**src/design/pwbs_pkg.sv**
```systemverilog
// ----------------------------------------------------------------------------
// Pulse-width bit-stuffing encoder package
// Shared widths, symbol codes and the queue item type.
// ----------------------------------------------------------------------------
package pwbs_pkg;

    // Field widths.
    localparam int BYTE_W = 8;
    localparam int KIND_W = 2;
    localparam int GAP_W  = 8;
    localparam int RUN_W  = 3;
    localparam int CNT_W  = 4;

    // Defaults and limits.
    localparam int RUN_LIMIT_DEF   = 5;
    localparam int MAX_SYMBOLS     = 11;
    localparam logic [GAP_W-1:0] GAP_RESET = GAP_W'(50);

    typedef logic [BYTE_W-1:0] t_byte;
    typedef logic [KIND_W-1:0] t_kind;
    typedef logic [GAP_W-1:0]  t_gap;

    // Symbol codes.
    localparam t_kind KIND_ZERO  = 2'd0;
    localparam t_kind KIND_ONE   = 2'd1;
    localparam t_kind KIND_STUFF = 2'd2;
    localparam t_kind KIND_GAP   = 2'd3;

    // One classified item as held in the queue between front and back.
    typedef struct packed {
        t_byte data;
        logic  gap_req;
    } t_q_item;

endpackage

```
**src/design/pwbs_if.sv**
```systemverilog
// ----------------------------------------------------------------------------
// Pulse-width bit-stuffing encoder channel interfaces
// Valid/ready channels for the input bytes and the output symbols.
// ----------------------------------------------------------------------------
interface pwbs_in_if;
    import pwbs_pkg::*;

    logic  valid;
    logic  ready;
    t_byte data_byte;
    logic  end_of_frame;

    modport source (output valid, output data_byte, output end_of_frame, input ready);
    modport sink   (input valid, input data_byte, input end_of_frame, output ready);
endinterface

interface pwbs_out_if;
    import pwbs_pkg::*;

    logic  valid;
    logic  ready;
    t_kind symbol_kind;
    logic  last_symbol;

    modport source (output valid, output symbol_kind, output last_symbol, input ready);
    modport sink   (input valid, input symbol_kind, input last_symbol, output ready);
endinterface

```
**src/design/pwbs_front.sv**
```systemverilog
// ----------------------------------------------------------------------------
// Pulse-width bit-stuffing encoder front end
// Accepts input items, decides whether a frame gap follows, and queues them.
// ----------------------------------------------------------------------------
module pwbs_front (
    input  logic              i_clk,
    input  logic              i_rst_n,
    pwbs_in_if.sink           i_in,
    input  pwbs_pkg::t_gap    i_frame_gap,
    output pwbs_pkg::t_q_item o_q_item,
    output logic              o_q_valid,
    input  logic              i_q_pop
);
    import pwbs_pkg::*;

    t_q_item    r_q [2];
    logic       r_wr_ptr;
    logic       r_rd_ptr;
    logic [1:0] r_count;
    logic       push;
    t_q_item    item;

    // Classify the incoming item: a gap follows only at a frame end with a
    // non-zero gap length.
    always_comb begin
        item.data    = i_in.data_byte;
        item.gap_req = i_in.end_of_frame && (i_frame_gap != '0);
    end

    assign i_in.ready = (r_count != 2'd2);
    assign push       = i_in.valid && i_in.ready;
    assign o_q_valid  = (r_count != 2'd0);
    assign o_q_item   = r_q[r_rd_ptr];

    // Two-entry queue storage.
    always_ff @(posedge i_clk) begin
        if (push) begin
            r_q[r_wr_ptr] <= item;
        end
    end

    // Queue pointers and fill count.
    always_ff @(posedge i_clk) begin
        if (!i_rst_n) begin
            r_wr_ptr <= 1'b0;
            r_rd_ptr <= 1'b0;
            r_count  <= 2'd0;
        end else begin
            if (push) begin
                r_wr_ptr <= ~r_wr_ptr;
            end
            if (i_q_pop) begin
                r_rd_ptr <= ~r_rd_ptr;
            end
            if (push && !i_q_pop) begin
                r_count <= r_count + 2'd1;
            end else if (!push && i_q_pop) begin
                r_count <= r_count - 2'd1;
            end
        end
    end

endmodule

```
**src/design/pwbs_back.sv**
```systemverilog
// ----------------------------------------------------------------------------
// Pulse-width bit-stuffing encoder back end
// Serialises one queued byte into line symbols with stuffing and frame gap.
// ----------------------------------------------------------------------------
module pwbs_back #(
    parameter int RUN_LIMIT = pwbs_pkg::RUN_LIMIT_DEF
) (
    input  logic              i_clk,
    input  logic              i_rst_n,
    input  pwbs_pkg::t_q_item i_q_item,
    input  logic              i_q_valid,
    output logic              o_q_pop,
    pwbs_out_if.source        o_out
);
    import pwbs_pkg::*;

    localparam logic [RUN_W-1:0] RUN_LIM = RUN_W'(RUN_LIMIT);
    localparam logic [CNT_W-1:0] MAX_SYM = CNT_W'(MAX_SYMBOLS);

    logic             r_busy;
    t_byte            r_byte;
    logic [3:0]       r_bits;
    logic             r_pend;
    logic             r_gap;
    logic [RUN_W-1:0] r_run;
    logic [CNT_W-1:0] r_cnt;
    logic             r_ovalid;
    t_kind            r_okind;
    logic             r_olast;

    t_byte            n_byte;
    logic [3:0]       n_bits;
    logic             n_pend;
    logic             n_gap;
    logic [RUN_W-1:0] n_run;
    logic [RUN_W-1:0] run_inc;
    t_kind            kind;
    logic             more;
    logic             last;
    logic             out_free;
    logic             step;
    logic             emit;
    logic             finish;

    assign out_free = !r_ovalid || o_out.ready;
    // Symbols past the cap are dropped, so those steps need no output slot.
    assign step     = r_busy && (out_free || (r_cnt >= MAX_SYM));
    assign emit     = step && (r_cnt < MAX_SYM);

    // Choose the next symbol and the state it leaves behind.
    always_comb begin
        n_byte  = r_byte;
        n_bits  = r_bits;
        n_pend  = r_pend;
        n_gap   = r_gap;
        n_run   = r_run;
        run_inc = r_run + RUN_W'(1);
        if (r_pend) begin
            kind   = KIND_STUFF;
            n_pend = 1'b0;
            n_run  = '0;
        end else if (r_bits != 4'd0) begin
            if (r_byte[BYTE_W-1]) begin
                kind = KIND_ONE;
                if (run_inc == RUN_LIM) begin
                    n_pend = 1'b1;
                    n_run  = '0;
                end else begin
                    n_run = run_inc;
                end
            end else begin
                kind  = KIND_ZERO;
                n_run = '0;
            end
            n_byte = {r_byte[BYTE_W-2:0], 1'b0};
            n_bits = r_bits - 4'd1;
        end else begin
            kind  = KIND_GAP;
            n_gap = 1'b0;
        end
        more = n_pend || (n_bits != 4'd0) || n_gap;
        last = !more || (r_cnt == (MAX_SYM - CNT_W'(1)));
    end

    assign finish  = step && !more;
    assign o_q_pop = i_q_valid && (!r_busy || finish);

    // Serialiser state. The run count carries over when the next byte loads.
    always_ff @(posedge i_clk) begin
        if (!i_rst_n) begin
            r_busy <= 1'b0;
            r_run  <= '0;
            r_pend <= 1'b0;
            r_bits <= 4'd0;
            r_gap  <= 1'b0;
            r_cnt  <= '0;
        end else begin
            if (step) begin
                r_run <= n_run;
            end
            if (o_q_pop) begin
                r_busy <= 1'b1;
                r_byte <= i_q_item.data;
                r_bits <= 4'd8;
                r_pend <= 1'b0;
                r_gap  <= i_q_item.gap_req;
                r_cnt  <= '0;
            end else if (step) begin
                r_byte <= n_byte;
                r_bits <= n_bits;
                r_pend <= n_pend;
                r_gap  <= n_gap;
                if (emit) begin
                    r_cnt <= r_cnt + CNT_W'(1);
                end
                if (!more) begin
                    r_busy <= 1'b0;
                end
            end
        end
    end

    // Output register.
    always_ff @(posedge i_clk) begin
        if (!i_rst_n) begin
            r_ovalid <= 1'b0;
        end else if (emit) begin
            r_ovalid <= 1'b1;
        end else if (o_out.ready) begin
            r_ovalid <= 1'b0;
        end
    end

    always_ff @(posedge i_clk) begin
        if (emit) begin
            r_okind <= kind;
            r_olast <= last;
        end
    end

    assign o_out.valid       = r_ovalid;
    assign o_out.symbol_kind = r_okind;
    assign o_out.last_symbol = r_olast;

endmodule

```
**src/design/pulse_width_bit_stuff_encoder_core.sv**
```systemverilog
// ----------------------------------------------------------------------------
// Pulse-width bit-stuffing encoder core
// Byte in, pulse-width line symbols out, with zero stuffing and frame gaps.
// ----------------------------------------------------------------------------
// Path: a byte is queued, loaded into the serialiser, and each symbol registered.
// Throughput: one serialiser step per cycle whenever the output slot is free,
// dropped symbols past the cap included; the two-entry queue lets the next
// byte be taken while the current one is still being serialised.
// Reset: synchronous, active low; clears queue, run count and output valid,
// and sets the frame gap length to 50 thirds.
module pulse_width_bit_stuff_encoder_core #(
    parameter int RUN_LIMIT = pwbs_pkg::RUN_LIMIT_DEF
) (
    input  logic           i_clk,
    input  logic           i_rst_n,
    pwbs_in_if.sink        i_in,
    pwbs_out_if.source     o_out,
    input  logic           i_cfg_we,
    input  pwbs_pkg::t_gap i_cfg_wdata
);
    import pwbs_pkg::*;

    t_gap    r_frame_gap;
    t_q_item q_item;
    logic    q_valid;
    logic    q_pop;

    // Frame gap length register.
    always_ff @(posedge i_clk) begin
        if (!i_rst_n) begin
            r_frame_gap <= GAP_RESET;
        end else if (i_cfg_we) begin
            r_frame_gap <= i_cfg_wdata;
        end
    end

    pwbs_front u_front (
        .i_clk       (i_clk),
        .i_rst_n     (i_rst_n),
        .i_in        (i_in),
        .i_frame_gap (r_frame_gap),
        .o_q_item    (q_item),
        .o_q_valid   (q_valid),
        .i_q_pop     (q_pop)
    );

    pwbs_back #(
        .RUN_LIMIT (RUN_LIMIT)
    ) u_back (
        .i_clk     (i_clk),
        .i_rst_n   (i_rst_n),
        .i_q_item  (q_item),
        .i_q_valid (q_valid),
        .o_q_pop   (q_pop),
        .o_out     (o_out)
    );

`ifndef SYNTHESIS
    // The back end never takes an item from an empty queue.
    a_pop_nonempty: assert property (@(posedge i_clk) disable iff (!i_rst_n)
        q_pop |-> q_valid)
        else $error("queue popped while empty");

    // A full queue refusing input must hold an item for the back end.
    a_full_has_item: assert property (@(posedge i_clk) disable iff (!i_rst_n)
        !i_in.ready |-> q_valid)
        else $error("input stalled with an empty queue");

    // No symbol is offered straight out of reset.
    a_reset_quiet: assert property (@(posedge i_clk)
        !i_rst_n |=> !o_out.valid)
        else $error("output valid after reset");
`endif

endmodule
```
**src/flat_wrapper.sv**
```systemverilog
// flat-port wrapper written by rule: the top's interface ports become plain ports
module pulse_width_bit_stuff_encoder_core_flat import pwbs_pkg::*;
#(
    parameter int RUN_LIMIT = pwbs_pkg::RUN_LIMIT_DEF
)
  (i_clk, i_rst_n, i_cfg_we, i_cfg_wdata, i_in_valid, i_in_data_byte, i_in_end_of_frame, i_in_ready, o_out_valid, o_out_symbol_kind, o_out_last_symbol, o_out_ready);
  pwbs_in_if i_in_i ();
  pwbs_out_if o_out_i ();
  input  logic i_clk;
  input  logic i_rst_n;
  input  logic i_cfg_we;
  input  pwbs_pkg::t_gap i_cfg_wdata;
  input wire logic [$bits(i_in_i.valid)-1:0] i_in_valid;
  input wire logic [$bits(i_in_i.data_byte)-1:0] i_in_data_byte;
  input wire logic [$bits(i_in_i.end_of_frame)-1:0] i_in_end_of_frame;
  output wire logic [$bits(i_in_i.ready)-1:0] i_in_ready;
  output wire logic [$bits(o_out_i.valid)-1:0] o_out_valid;
  output wire logic [$bits(o_out_i.symbol_kind)-1:0] o_out_symbol_kind;
  output wire logic [$bits(o_out_i.last_symbol)-1:0] o_out_last_symbol;
  input wire logic [$bits(o_out_i.ready)-1:0] o_out_ready;
  assign i_in_i.valid = i_in_valid;
  assign i_in_i.data_byte = i_in_data_byte;
  assign i_in_i.end_of_frame = i_in_end_of_frame;
  assign i_in_ready = i_in_i.ready;
  assign o_out_valid = o_out_i.valid;
  assign o_out_symbol_kind = o_out_i.symbol_kind;
  assign o_out_last_symbol = o_out_i.last_symbol;
  assign o_out_i.ready = o_out_ready;
  pulse_width_bit_stuff_encoder_core #(.RUN_LIMIT(RUN_LIMIT)) u_core (.i_clk(i_clk), .i_rst_n(i_rst_n), .i_in(i_in_i), .o_out(o_out_i), .i_cfg_we(i_cfg_we), .i_cfg_wdata(i_cfg_wdata));
endmodule
```
**config.mk**
```make
export PLATFORM = sky130hd
export DESIGN_NAME = pulse_width_bit_stuff_encoder_core_flat
export DESIGN_NICKNAME = d
export VERILOG_FILES = /design/src/design/pwbs_pkg.sv /design/src/design/pwbs_if.sv /design/src/design/pwbs_front.sv /design/src/design/pwbs_back.sv /design/src/design/pulse_width_bit_stuff_encoder_core.sv /design/src/flat_wrapper.sv
export SDC_FILE = /design/constraint.sdc
export NUM_CORES = 1
export LEC_CHECK = 0
export ABC_AREA = 1
export BUFFER_PORTS_ARGS = -buffer_cell sky130_fd_sc_hd__buf_2
export CAP_MARGIN = 0
export CORE_ASPECT_RATIO = 0.75
export CORE_MARGIN = 2
export CORE_UTILIZATION = 48
export DETAILED_ROUTE_END_ITERATION = 16
export PLACE_DENSITY = 0.78
export RECOVER_POWER = 100
export SLEW_MARGIN = 15
export SYNTH_ARGS = -nofsm -noshare
export SYNTH_HDL_FRONTEND = slang
export SYNTH_SLANG_ARGS = --single-unit
```
**constraint.sdc**
```tcl
create_clock -name i_clk -period 2.6 [get_ports i_clk]
set_input_delay 0.52 -clock i_clk [delete_from_list [all_inputs] [get_ports i_clk]]
set_output_delay 0.52 -clock i_clk [all_outputs]
set_load 0.005 [all_outputs]
```
==> Word-level counts from Yosys, hierarchy flattened <==
Memory sizes are Yosys's and may differ from the RTL's. A register that Yosys moved wholly into a read port is not among the register bits.
Cells that the tools add are included.
{ "word_totals": {"ram_bits": 18, "ff_bits": 38, "in_bits": 22, "mem_count": 1, "word_cells": 100, "output_inout_bits": 5} }
{ "memory_table": {"columns": ["name", "depth", "width", "rd", "rd_ports_with_merged_regs", "wr", "line_no", "text"], "rows": [
  ["u_core.u_front.r_q", 2, 9, 1, 1, 1, "pwbs_front.sv:16", "t_q_item r_q [2];"]
]} }
{ "op_classes": {"addsub": 5, "bitwise": 4, "eq_ne": 5, "n_mux": 33, "reduce_logical": 34, "magnitude_cmp": 2} }
{ "ops": {"columns": ["op", "n"], "rows": [
  ["8-bit two-way mux", 4],
  ["1-bit two-way mux", 19],
  ["4-bit two-way mux", 4],
  ["3-bit two-way mux", 4],
  ["2-bit nonzero test", 6],
  ["1-bit logical AND", 8],
  ["4-bit nonzero test", 2],
  ["8-bit nonzero test", 1],
  ["1-bit logical OR", 6],
  ["2-bit AND reduction", 3],
  ["1-bit zero test", 5],
  ["4-bit by 1-bit adder with 4-bit output, second input constant", 1],
  ["4-bit == test, second input constant", 1],
  ["4-bit >= comparator, second input constant", 1],
  ["4-bit < comparator, second input constant", 1],
  ["2-bit two-way mux", 2],
  ["2-bit by 1-bit inequality test with 1-bit output, second input constant", 2],
  ["1-bit NOT", 4],
  ["4-bit AND reduction", 1],
  ["2-bit OR reduction", 2],
  ["4-bit by 1-bit subtractor with 4-bit output, second input constant", 1],
  ["3-bit by 1-bit adder with 3-bit output, second input constant", 1],
  ["3-bit == test, second input constant", 1],
  ["2-bit by 1-bit adder with 2-bit output, second input constant", 1],
  ["2 further kinds", 2]
]} }

==> Logic depth before layout (Yosys ltp) <==
Gate-level depths: netlist of run 1.
{ "depth": {"word_depth": 15, "ltp_mapped": 17} }

==> By module <==
Synthesis of run 1 repeated with hierarchy kept, for this count alone.
{ "hier_totals": {"hier_cells": 276, "hier_area_um2": 2551.2} }
{ "by_module_without_submodules": {"columns": ["module", "seq_area_each_um2", "n_inst", "cells_per_inst", "area_per_inst_um2"], "rows": [
  ["pwbs_back", 630.6, 1, 161, 1307.5],
  ["pwbs_front", 640.6, 1, 70, 932.1],
  ["pulse_width_bit_stuff_encoder_core", 160.2, 1, 45, 311.5]
]} }

==> Worst setup path before layout of run 1 <==
Ideal clock, no wire load.
{ "synth_timing": {"path_type": "reg-to-reg", "startpoint": "register u_core.u_back.r_bits[0]", "endpoint": "register u_core.u_front.r_count[1]", "required_ns": 2.478, "path_buffers": 1, "period_less_slack_ns": 2.213, "path_stages_with_launch": 17, "arrival_time_ns": 2.091, "path_slack_ns": 0.387, "path_cell_list": "dfxtp_1 inv_1 ha_1 nand2_2 nand2_2 nand2_1 nand2_1 nor2_2 nand3_2 nand2_2 nand2_4 buf_6 ha_1 a21oi_1 o21ai_0 o21ai_0 a21oi_1"} }
{ "synth_via": {"elab_chain_cells": 13, "word_cells_on_any_way": 20, "classes_between": "add/sub: 1; mux: 7; reduce/logical: 12"} }
{ "synth_rtl": {"columns": ["element", "line_no", "text"], "rows": [
  ["start: declaration", "pwbs_back.sv:22", "logic [3:0] r_bits;"],
  ["start signal: assignment", "pwbs_back.sv:110", "r_bits <= n_bits;"],
  ["4-bit by 1-bit subtractor with 4-bit output or 4-bit nonzero test (tied branches)", "pwbs_back.sv:76, pwbs_back.sv:62", null],
  ["4-bit two-way mux", "pwbs_back.sv:62", "end else if (r_bits != 4'd0) begin"],
  ["4-bit two-way mux", "pwbs_back.sv:58", "if (r_pend) begin"],
  ["4-bit nonzero test", "pwbs_back.sv:81", "more = n_pend || (n_bits != 4'd0) || n_gap;"],
  ["1-bit logical OR", "pwbs_back.sv:81", null],
  ["1-bit logical OR *", "pwbs_back.sv:81", null],
  ["1-bit zero test *", null, null],
  ["1-bit logical AND *", "pwbs_back.sv:85", "assign finish = step && !more;"],
  ["1-bit logical OR *", "pwbs_back.sv:86", "assign o_q_pop = i_q_valid && (!r_busy || finish);"],
  ["1-bit logical AND *", "pwbs_back.sv:86", null],
  ["1-bit zero test", "pwbs_front.sv:55", "if (push && !i_q_pop) begin"],
  ["1-bit logical AND", "pwbs_front.sv:55", null],
  ["2-bit two-way mux or 2-bit nonzero test (tied branches)", null, null],
  ["end signal: assignment", "pwbs_front.sv:56", "r_count <= r_count + 2'd1;"],
  ["end signal: assignment", "pwbs_front.sv:58", "r_count <= r_count - 2'd1;"],
  ["end: declaration", "pwbs_front.sv:19", "logic [1:0] r_count;"]
]} }
Mark *: on every way between the ends. The rest lies on a longest branch, timed or not.
A chain may end at the register's enable or synchronous reset.

==> Worst setup path after layout of run 1 <==
{ "layout_timing": {"startpoint": "register u_core.u_back.r_cnt[0]", "endpoint": "register u_core.u_front.r_count[1]"} }
{ "layout_via": {"elab_chain_cells": 9, "word_cells_on_any_way": 11, "classes_between": "order compare: 1; mux: 1; reduce/logical: 9"} }
{ "layout_rtl": {"columns": ["element", "line_no", "text"], "rows": [
  ["start: declaration", "pwbs_back.sv:26", "logic [CNT_W-1:0] r_cnt;"],
  ["start signal: assignment", "pwbs_back.sv:114", "r_cnt <= r_cnt + CNT_W'(1);"],
  ["4-bit >= comparator *", "pwbs_back.sv:47", "assign step = r_busy && (out_free || (r_cnt >= MAX_SYM));"],
  ["1-bit logical OR *", "pwbs_back.sv:47", null],
  ["1-bit logical AND *", "pwbs_back.sv:47", null],
  ["1-bit logical AND *", "pwbs_back.sv:85", null],
  ["1-bit logical OR *", "pwbs_back.sv:86", null],
  ["1-bit logical AND *", "pwbs_back.sv:86", null],
  ["1-bit zero test", "pwbs_front.sv:55", null],
  ["1-bit logical AND", "pwbs_front.sv:55", null],
  ["2-bit two-way mux or 2-bit nonzero test (tied branches)", null, null]
]} }
Marked as above.

==> results of run 1 <==
-- layer usage --
| metal | wire length, microns | share of wire [%] | track usage [%] | vias to the layer above |
|---|---|---|---|---|
| li1 | - | - | - | 897 |
| met1 | 1940 | 43 | 21.4 | 818 |
| met2 | 2290 | 50 | 32.1 | 48 |
| met3 | 282 | 6.2 | 8.61 | 4 |
| met4 | 24 | 0.53 | 6.25 | 0 |
| met5 | 0 | 0 | 0 | - |
-- worst min path at each step --
stage,endpoint,startpoint,depth (start not counted),slack [ns]
after detailed placement,u_core.r_frame_gap[4],u_core.r_frame_gap[4],2,0.46
after floorplan,u_core.r_frame_gap[4],u_core.r_frame_gap[4],2,0.43
after global placement,u_core.r_frame_gap[4],u_core.r_frame_gap[4],2,0.44
after CTS,u_core.u_front.r_q[0][1],i_in_data_byte[0],1,0.35
after global routing,u_core.u_front.r_q[0][1],i_in_data_byte[0],1,0.35
final,u_core.u_front.r_q[0][1],i_in_data_byte[0],1,0.38
-- cells in the final DEF, fill, tap and decap left out, types with 2 or more instances in the layout --
cell type	synthesis	final
a211oi_1	3	3
a21oi_1	11	11
a21oi_2	3	3
buf_2	0	20
clkbuf_1	2	9
clkbuf_8	0	9
clkinv_1	0	2
dfxtp_1	28	28
edfxtp_1	29	29
ha_1	6	6
inv_1	22	24
mux2i_1	8	8
nand2_1	41	42
nand2_2	11	10
nand3_1	9	11
nor2_1	30	30
nor2_2	2	2
nor4_1	2	2
o21ai_0	10	18
xor2_1	3	3
-- cells by family after synthesis --
| logic type | Yosys count | synth area share, % |
|---|---|---|
| compound gates | 39 | 10.1 |
| xor+xnor | 3 | 1.06 |
| fa+ha+maj | 6 | 3.03 |
| buf+inv | 30 | 5.16 |
| flops | 57 | 57.9 |
| mux | 9 | 3.69 |
| simple gates | 103 | 19.1 |
-- final cells by class --
cell class              instances  area share, %
repair buffers                 29           4.92
well taps                      60           2.68
clock buffers                  10           4.56
inverters                      25           3.35
flip-flops and latches         57           51.1
clock inverters                 6           2.10
multi-input cells             160           31.3
-- critical path, stage by stage, from the launching register on --
cell and delay (ns):
dfxtp_1 0.34, ha_1 0.22, o21ai_0 0.22, nand3_1 0.10, nand2_1 0.20, inv_1 0.18, nand3_1 0.13, nand2_2 0.09
nand2_4 0.08, ha_1 0.25, a21oi_1 0.11, o21ai_0 0.10, o21ai_0 0.16, a21oi_1 0.06
-- cells in the mapped netlist, types with 2 or more instances --
library cell,instances,share of area [%]
a21oi_2,3,1.1
nand3_2,2,0.81
xor2_1,3,1.1
edfxtp_1,29,35
nor2_1,30,4.6
o21ai_0,10,2.0
clkbuf_1,2,0.30
mux2i_1,8,3.2
nand3_1,9,1.8
o21ai_2,7,2.5
inv_1,22,3.3
o21ai_1,2,0.40
nor2_2,2,0.51
nand2_2,11,2.8
a21oi_1,11,2.2
inv_2,3,0.46
ha_1,6,3.0
dfxtp_1,28,23
nor4_1,2,0.51
a211oi_1,3,0.91
nand2_1,41,6.2
buf_6,2,0.91
-- sequential cells by signal (all words and copies together), names as in the netlist, named ones only --
signal / count
u_core.u_back.r_cnt: 4
u_core.u_back.r_byte: 8
u_core.u_back.r_bits: 4
u_core.u_back.r_pend: 1
u_core.r_frame_gap: 8
u_core.u_front.r_q: 18
u_core.u_back.o_out.valid: 1
u_core.u_back.r_busy: 1
u_core.u_front.r_wr_ptr: 1
u_core.u_back.r_run: 3
u_core.u_front.r_rd_ptr: 1
u_core.u_back.r_gap: 1
u_core.u_front.r_count: 2
u_core.u_back.o_out.symbol_kind: 2
u_core.u_back.o_out.last_symbol: 1
-- power groups by stage --
stage | Clock [mW] | Sequential (mW) | Combinational (mW)
finish | 0.775 | 1.35 | 1.01
CTS | 0.800 | 1.35 | 1.10
floorplan | 0 | 1.31 | 0.902
detailed placement | 0 | 1.37 | 1.08
global placement | 0 | 1.36 | 1.03
global route | 0.840 | 1.37 | 1.15
-- per-stage QoR --
stage               cell area, sq um  worst slack (ns)
detailed placement              2670             0.343
global route                    2800            0.0607
CTS                             2850             0.310
finish                          2800             0.272
floorplan                       2470             0.387
global placement                2670             0.448
==> impl_metrics.toml, run 1 <==
[floorplanning]
row_count = 22
die_w_microns = 86.9
start_util_pct = 50.2
coreArea_sq_um = 4930
num_io_pins = 27
fp.dieH_microns = 66.2
die_area_sq_um = 5750

[synth]
synth_ff_type = "edfxtp_1"
synthArstFlopShare_pct = 0
syn_nets = 275
synth-seq-cells = 57
netlist_instances = 247
ys_types = 33
seq_area_frac_synth_pct = 57.9
avgSynthCellArea_sq_um = 10.0
ys_warn_count = 0
synth_edf_count = 29
netlist_area_sq_um = 2470

[final_layout]
nets = 310
diodes = 0
fin_util_pct = 56.8
stdcell_count = 347
ff_latch_area_sq_um = 1430
nFillCells = 431
drive_above_1_share_pct = 18.8
multi_input_area_sq_um = 876
area_delta_synth_final_pct = 13.2

[sta]
setup-tns-final_ns = 0
holdWs_ns = 0.375
skew_ns = 0.00544
period_needed_ns = 2.33
tightest_slew_ns = 0.568
timing.fmax_mhz = 430
max-slew-margin-rel_pct = 62.1
grt_setup_unrepaired = "no"
fin_crit_sh_pct = 89.5
setup_viol = 0
finalHoldViolCount = 0
drv_slew = 0

[global_routing]
grt.total_usage_pct = 19.0
grt_pass1_vias = 1806
grt_overflow = 0
grt_max_degree = 23
grt_pass1_wl_microns = 7960
antenna_found_initial = 0

[pwr]
p_switching_mw = 1.12
power_frac_seq_pct = 43.1
p_int_mw = 2.01
netSwitchingFraction_pct = 35.7
vdd_drop_max_mv = 0.503
power_mw = 3.13
p_leak_nw = 1.14
p_comb_share_pct = 32.1
power.density_nw_per_um2 = 1120
pwr-share-clk_pct = 24.8

[setup_path]
critPathLaunch = "u_core.u_back.r_cnt[0]"
critPathKind = "reg2reg"
crit_arrival_ns = 2.55
cp.required_ns = 2.82
reg2reg_from = "u_core.u_back.r_cnt[0]"
reg2reg_depth = 13
crit-reg2reg-capture = "u_core.u_front.r_count[1]"
crit_path_max_fanout = 7
start_kind = "register"
setup.worst_path.end_class = "register"
r2r_setup_slack_ns = 0.27
crit_end = "u_core.u_front.r_count[1]"

[clocking]
cts_tree = "yes"
cts_resized = 0
htree_levels = 3
worstSkewPairLatency_ns = 0.33
cts-root-buf = "clkbuf_8"
cts_inserted_buffers = 9
clock_path_buffers = 2
clock-sinks = 57
cts_setup_buffers = 0
hold_buffers = 0
clk_pin_slew_ns = 0.06

[detailed_routing]
routed_wirelength_microns = 4540
num_vias = 1767
antenna_left = 0
drc_errors = 0
first_iter_violations = 87
post_drt_via_cell_ratio = 5.09
avgRoutedWirePerCell_microns = 13.1
first_pass_iters = 4

[placed_design]
port_buffers = 26
place_inst = 331
routabilityCongestion = 0.859
place_hpwl_microns = 3120

[worst_hold_path]
hold_path_class = "in2reg"

[outcome]
status = "finished, final reports clean"

[flow_run]
max-cap-violations = 0
Note: power is estimated with default switching activity, not from simulation.
==> run 2: changes to the inputs <==
Settings changed: BUFFER_PORTS_ARGS -buffer_cell sky130_fd_sc_hd__buf_2 to -buffer_cell sky130_fd_sc_hd__buf_4, CTS_BUF_LIST from default to sky130_fd_sc_hd__clkbuf_8.
==> impl_metrics.toml, run 2 (synthesized netlist as in run 1, its figures left out) <==
[sta]
setup-tns-final_ns = 0
skew_ns = 0.00801
fin_crit_sh_pct = 88.5
grt_setup_unrepaired = "no"
drv_slew = 0
tightest_slew_ns = 0.597
max-slew-margin-rel_pct = 60.2
period_needed_ns = 2.30
finalHoldViolCount = 0
timing.fmax_mhz = 434
setup_viol = 0

[setup_path]
reg2reg_depth = 15
worst_path_most_repeated_cell = "nand2_1"
critPathKind = "reg2reg"
crit_family = "simple AND/OR/NAND/NOR gates"
critPathLaunch = "u_core.u_back.r_bits[0]"
cp_num_buf_inv = 1
start_kind = "register"
crit_end = "u_core.u_front.r_count[1]"
cp_cell_sequence = "inv_1, ha_1, nand2_1, nand2_2, nand2_1, nand2_1, nor2_2, nand3_1, nand2_2, nand2_4, ha_1, a21oi_1, o21ai_0, o21ai_0, a21oi_1"
cp.required_ns = 2.82
cp_slowest_cell = "dfxtp_1"
setup.worst_path.end_class = "register"
r2r_setup_slack_ns = 0.30
crit-reg2reg-capture = "u_core.u_front.r_count[1]"
critical_path_cell_count = 15
reg2reg_from = "u_core.u_back.r_bits[0]"
crit_arrival_ns = 2.52
crit_path_max_fanout = 5
slowest_delay_ns = 0.39

[outcome]
status = "finished, final reports clean"

[global_routing]
grt_max_degree = 22
grt.total_usage_pct = 16.9
antenna_found_initial = 0
grt_overflow = 0
grt_pass1_wl_microns = 7230
grt_pass1_vias = 1632

[final_layout]
top_regs = "u_core.u_front.r_q (18), u_core.r_frame_gap (8), u_core.u_back.r_byte (8)"
diodes = 0
most-common-layout-cells = "nand2_1 (43), nor2_1 (30), edfxtp_1 (29)"
nets = 310
largest_reg_flops = 18
area_delta_synth_final_pct = 17.3
final_common_cell = "nand2_1"
fin_util_pct = 58.9
drive_above_1_share_pct = 22.0
top_register = "u_core.u_front.r_q"

[placed_design]
port_buffers = 26
place_hpwl_microns = 2950
routabilityCongestion = 0.858

[clocking]
clk_pin_slew_ns = 0.07
cts-root-buf = "clkbuf_8"
cts_setup_buffers = 0
clock-sinks = 57
cts_resized = 0
hold_buffers = 0
clock_path_buffers = 2
worstSkewPairLatency_ns = 0.33
cts_inserted_buffers = 9
htree_levels = 3
cts_tree = "yes"

[detailed_routing]
num_vias = 1739
first_pass_iters = 4
drc_errors = 0
first_iter_violations = 95
avgRoutedWirePerCell_microns = 12.1
antenna_left = 0
post_drt_via_cell_ratio = 5.01
routed_wirelength_microns = 4190

[flow_run]
max-cap-violations = 0

[worst_hold_path]
hold_path_class = "in2reg"

[pwr]
power.density_nw_per_um2 = 1110
power_mw = 3.23
vdd_drop_max_mv = 0.456
p_leak_nw = 1.20

[floorplanning]
fp.dieH_microns = 66.2
coreArea_sq_um = 4930
row_count = 22
start_util_pct = 50.2
die_w_microns = 86.9
num_io_pins = 27
die_area_sq_um = 5750
-- run 2: changes by cell type in the layout (fill, tap and decap cells not counted), sizes merged --
| cell | change |
|---|---|
| buf | -8 |
| clkbuf | +7 |
| clkinv | -2 |
| inv | +2 |
| bufinv | +1 |
-- run 2: final cells by class --
| cell class | count | area [sq um] |
|---|---|---|
| clock buffer | 9 | 124 |
| clock inverter | 7 | 88.8 |
| fill | 422 | 2030 |
| inverter | 25 | 93.8 |
| multi-input combinational | 160 | 882 |
| sequential | 57 | 1430 |
| tap | 60 | 75.1 |
| timing repair buffer | 29 | 206 |
-- run 2: worst min-delay path by stage --
| stage | depth (start not counted) | slack [ns] | start | endpoint |
|---|---|---|---|---|
| finish | 1 | 0.39 | i_in_data_byte[0] | u_core.u_front.r_q[1][1] |
| global route | 1 | 0.37 | i_in_data_byte[3] | u_core.u_front.r_q[0][4] |
| CTS | 1 | 0.35 | i_in_data_byte[0] | u_core.u_front.r_q[1][1] |
| detailed placement | 2 | 0.45 | u_core.r_frame_gap[5] | u_core.r_frame_gap[5] |
| global placement | 2 | 0.44 | u_core.r_frame_gap[4] | u_core.r_frame_gap[4] |
| floorplan | 2 | 0.43 | u_core.r_frame_gap[4] | u_core.r_frame_gap[4] |
-- run 2: stage by stage --
step | area (sq um) | worst slack (ns) | cells | hold WS (ns)
2_1_floorplan | 2470 | 0.387 | 247 | 0.429
3_3_place_gp | 2730 | 0.441 | 331 | 0.440
3_5_place_dp | 2730 | 0.353 | 331 | 0.451
4_1_cts | 2950 | 0.360 | 347 | 0.346
5_1_grt | 2900 | 0.0483 | 347 | 0.368
6_report | 2900 | 0.298 | 347 | 0.392
-- run 2: where the power goes --
| part | total (mW) | switching [mW] | internal (mW) |
|---|---|---|---|
| Sequential | 1.35 | 0.135 | 1.21 |
| Clock | 0.871 | 0.339 | 0.532 |
| Combinational | 1.01 | 0.617 | 0.394 |
-- run 2: routing by layer --
metal | part of all wire [%] | global-route usage, %
met4 | 0.64 | 7.62
met1 | 46 | 21.0
met2 | 47 | 25.4
met5 | 0 | 0
met3 | 6.1 | 7.37
-- run 2: worst reg2reg max path, cell delays in order, from the launching register on --
cell     delay [ns]
dfxtp_1        0.39
inv_1          0.06
ha_1           0.26
nand2_1        0.14
nand2_2        0.07
nand2_1        0.06
nand2_1        0.06
nor2_2         0.12
nand3_1        0.09
nand2_2        0.11
nand2_4        0.07
ha_1           0.30
a21oi_1        0.11
o21ai_0        0.11
o21ai_0        0.19
a21oi_1        0.06
==> run 3: changes to the inputs <==
Settings changed: PLACE_DENSITY 0.78 to 0.65.
==> impl_metrics.toml, run 3 (synthesized netlist as in run 1, its figures left out) <==
[outcome]
status = "finished, final reports clean"

[sta]
tightest_slew_ns = 0.724
timing.fmax_mhz = 441
grt_setup_unrepaired = "no"
skew_ns = 0.00670
fin_crit_sh_pct = 87.3
period_needed_ns = 2.27
max-slew-margin-rel_pct = 51.5
setup-tns-final_ns = 0
finalHoldViolCount = 0
setup_viol = 0
drv_slew = 0
holdWs_ns = 0.388

[final_layout]
most-common-layout-cells = "nand2_1 (45), nor2_1 (30), edfxtp_1 (29)"
nFillCells = 437
largest_reg_flops = 18
nets = 309
top_regs = "u_core.u_front.r_q (18), u_core.r_frame_gap (8), u_core.u_back.r_byte (8)"
final_common_cell = "nand2_1"
area_delta_synth_final_pct = 15.6
diodes = 0
top_register = "u_core.u_front.r_q"
drive_above_1_share_pct = 21.7

[global_routing]
antenna_found_initial = 0
grt_pass1_vias = 1554
grt.total_usage_pct = 16.7
grt_pass1_wl_microns = 7060
grt_overflow = 0
grt_max_degree = 22

[clocking]
cts_inserted_buffers = 9
cts_tree = "yes"
cts-root-buf = "clkbuf_8"
clock-sinks = 57
htree_levels = 3
cts_resized = 0
cts_setup_buffers = 0
clock_path_buffers = 2
worstSkewPairLatency_ns = 0.33
hold_buffers = 0
clk_pin_slew_ns = 0.07

[pwr]
vdd_drop_max_mv = 0.472
p_int_mw = 1.95
p_comb_share_pct = 32.9
power_frac_seq_pct = 43.5
power.density_nw_per_um2 = 1080
p_leak_nw = 1.16
pwr-share-clk_pct = 23.6
netSwitchingFraction_pct = 36.7
power_mw = 3.08
p_switching_mw = 1.13

[setup_path]
crit_end = "u_core.u_front.r_count[1]"
crit-reg2reg-capture = "u_core.u_front.r_count[1]"
r2r_setup_slack_ns = 0.33
crit_path_max_fanout = 5
crit_arrival_ns = 2.49
cp.required_ns = 2.82
setup.worst_path.end_class = "register"
start_kind = "register"
critPathKind = "reg2reg"
reg2reg_depth = 15
critPathLaunch = "u_core.u_back.r_bits[0]"
reg2reg_from = "u_core.u_back.r_bits[0]"

[detailed_routing]
antenna_left = 0
first_pass_iters = 4
routed_wirelength_microns = 4110
drc_errors = 0
avgRoutedWirePerCell_microns = 11.9
num_vias = 1675
met1_length_microns = 2080
topRoutingLayerUsed = "met4"
wl_met3_microns = 231
wl_met2_microns = 1780
first_iter_violations = 79
post_drt_via_cell_ratio = 4.84

[placed_design]
port_buffers = 26
place_hpwl_microns = 2930
routabilityCongestion = 0.848

[flow_run]
max-cap-violations = 0

[floorplanning]
start_util_pct = 50.2
fp.dieH_microns = 66.2
row_count = 22
num_io_pins = 27
die_w_microns = 86.9
coreArea_sq_um = 4930
die_area_sq_um = 5750

[worst_hold_path]
hold_path_class = "in2reg"
==> run 3: area by class of cell <==
| type | count | area [sq um] | area share (%) |
|---|---|---|---|
| multi-input cells | 160 | 881 | 30.8 |
| clock inverters | 7 | 56.3 | 1.97 |
| clock buffers | 9 | 124 | 4.33 |
| well taps | 60 | 75.1 | 2.62 |
| inverters | 25 | 93.8 | 3.28 |
| flip-flops and latches | 57 | 1430 | 50.0 |
| repair buffers | 28 | 199 | 6.96 |
==> run 3: worst min-delay path by stage <==
stage / from / endpoint / slack [ns] / cells after the start
after CTS: i_in_data_byte[5] / u_core.u_front.r_q[1][6] / 0.34 / 1
after global placement: u_core.r_frame_gap[4] / u_core.r_frame_gap[4] / 0.45 / 2
final: i_in_data_byte[3] / u_core.u_front.r_q[1][4] / 0.39 / 1
after detailed placement: u_core.r_frame_gap[4] / u_core.r_frame_gap[4] / 0.45 / 2
after floorplan: u_core.r_frame_gap[4] / u_core.r_frame_gap[4] / 0.43 / 2
after global routing: i_in_data_byte[2] / u_core.u_front.r_q[1][3] / 0.36 / 1
==> run 3: per-layer routing <==
| layer | GRT usage [%] | up-vias |
|---|---|---|
| met5 | 0 | - |
| met4 | 6.45 | 0 |
| met3 | 7.62 | 2 |
| met2 | 25.0 | 39 |
| met1 | 21.0 | 742 |
| li1 | - | 892 |
==> run 3: stage by stage <==
step / area, sq um / instances / worst slack, ns / util [%]
finish: 2860 / 346 / 0.331 / 58.0
floorplan: 2470 / 247 / 0.387 / -
global placement: 2730 / 330 / 0.413 / 55.3
CTS: 2910 / 346 / 0.354 / 59.0
detailed placement: 2730 / 330 / 0.367 / 55.3
global route: 2860 / 346 / 0.0457 / 58.0
==> run 3: power by group through the flow <==
stage,clock network [mW],registers (mW),logic [mW]
after floorplan,0,1.31,0.902
after global placement,0,1.36,1.07
after detailed placement,0,1.36,1.08
after CTS,0.754,1.34,1.09
after global routing,0.802,1.37,1.16
final,0.729,1.34,1.01
==> run 3: worst max-delay path: stages (launching register included) <==
cell and delay, ns:
dfxtp_1 0.39, inv_1 0.06, ha_1 0.25, nand2_1 0.12, nand2_1 0.10, nand2_1 0.07
nand2_1 0.06, nor2_2 0.14, nand3_2 0.08, nand2_2 0.10, nand2_4 0.07, ha_1 0.30
a21oi_1 0.11, o21ai_0 0.11, o21ai_0 0.15, a21oi_1 0.06
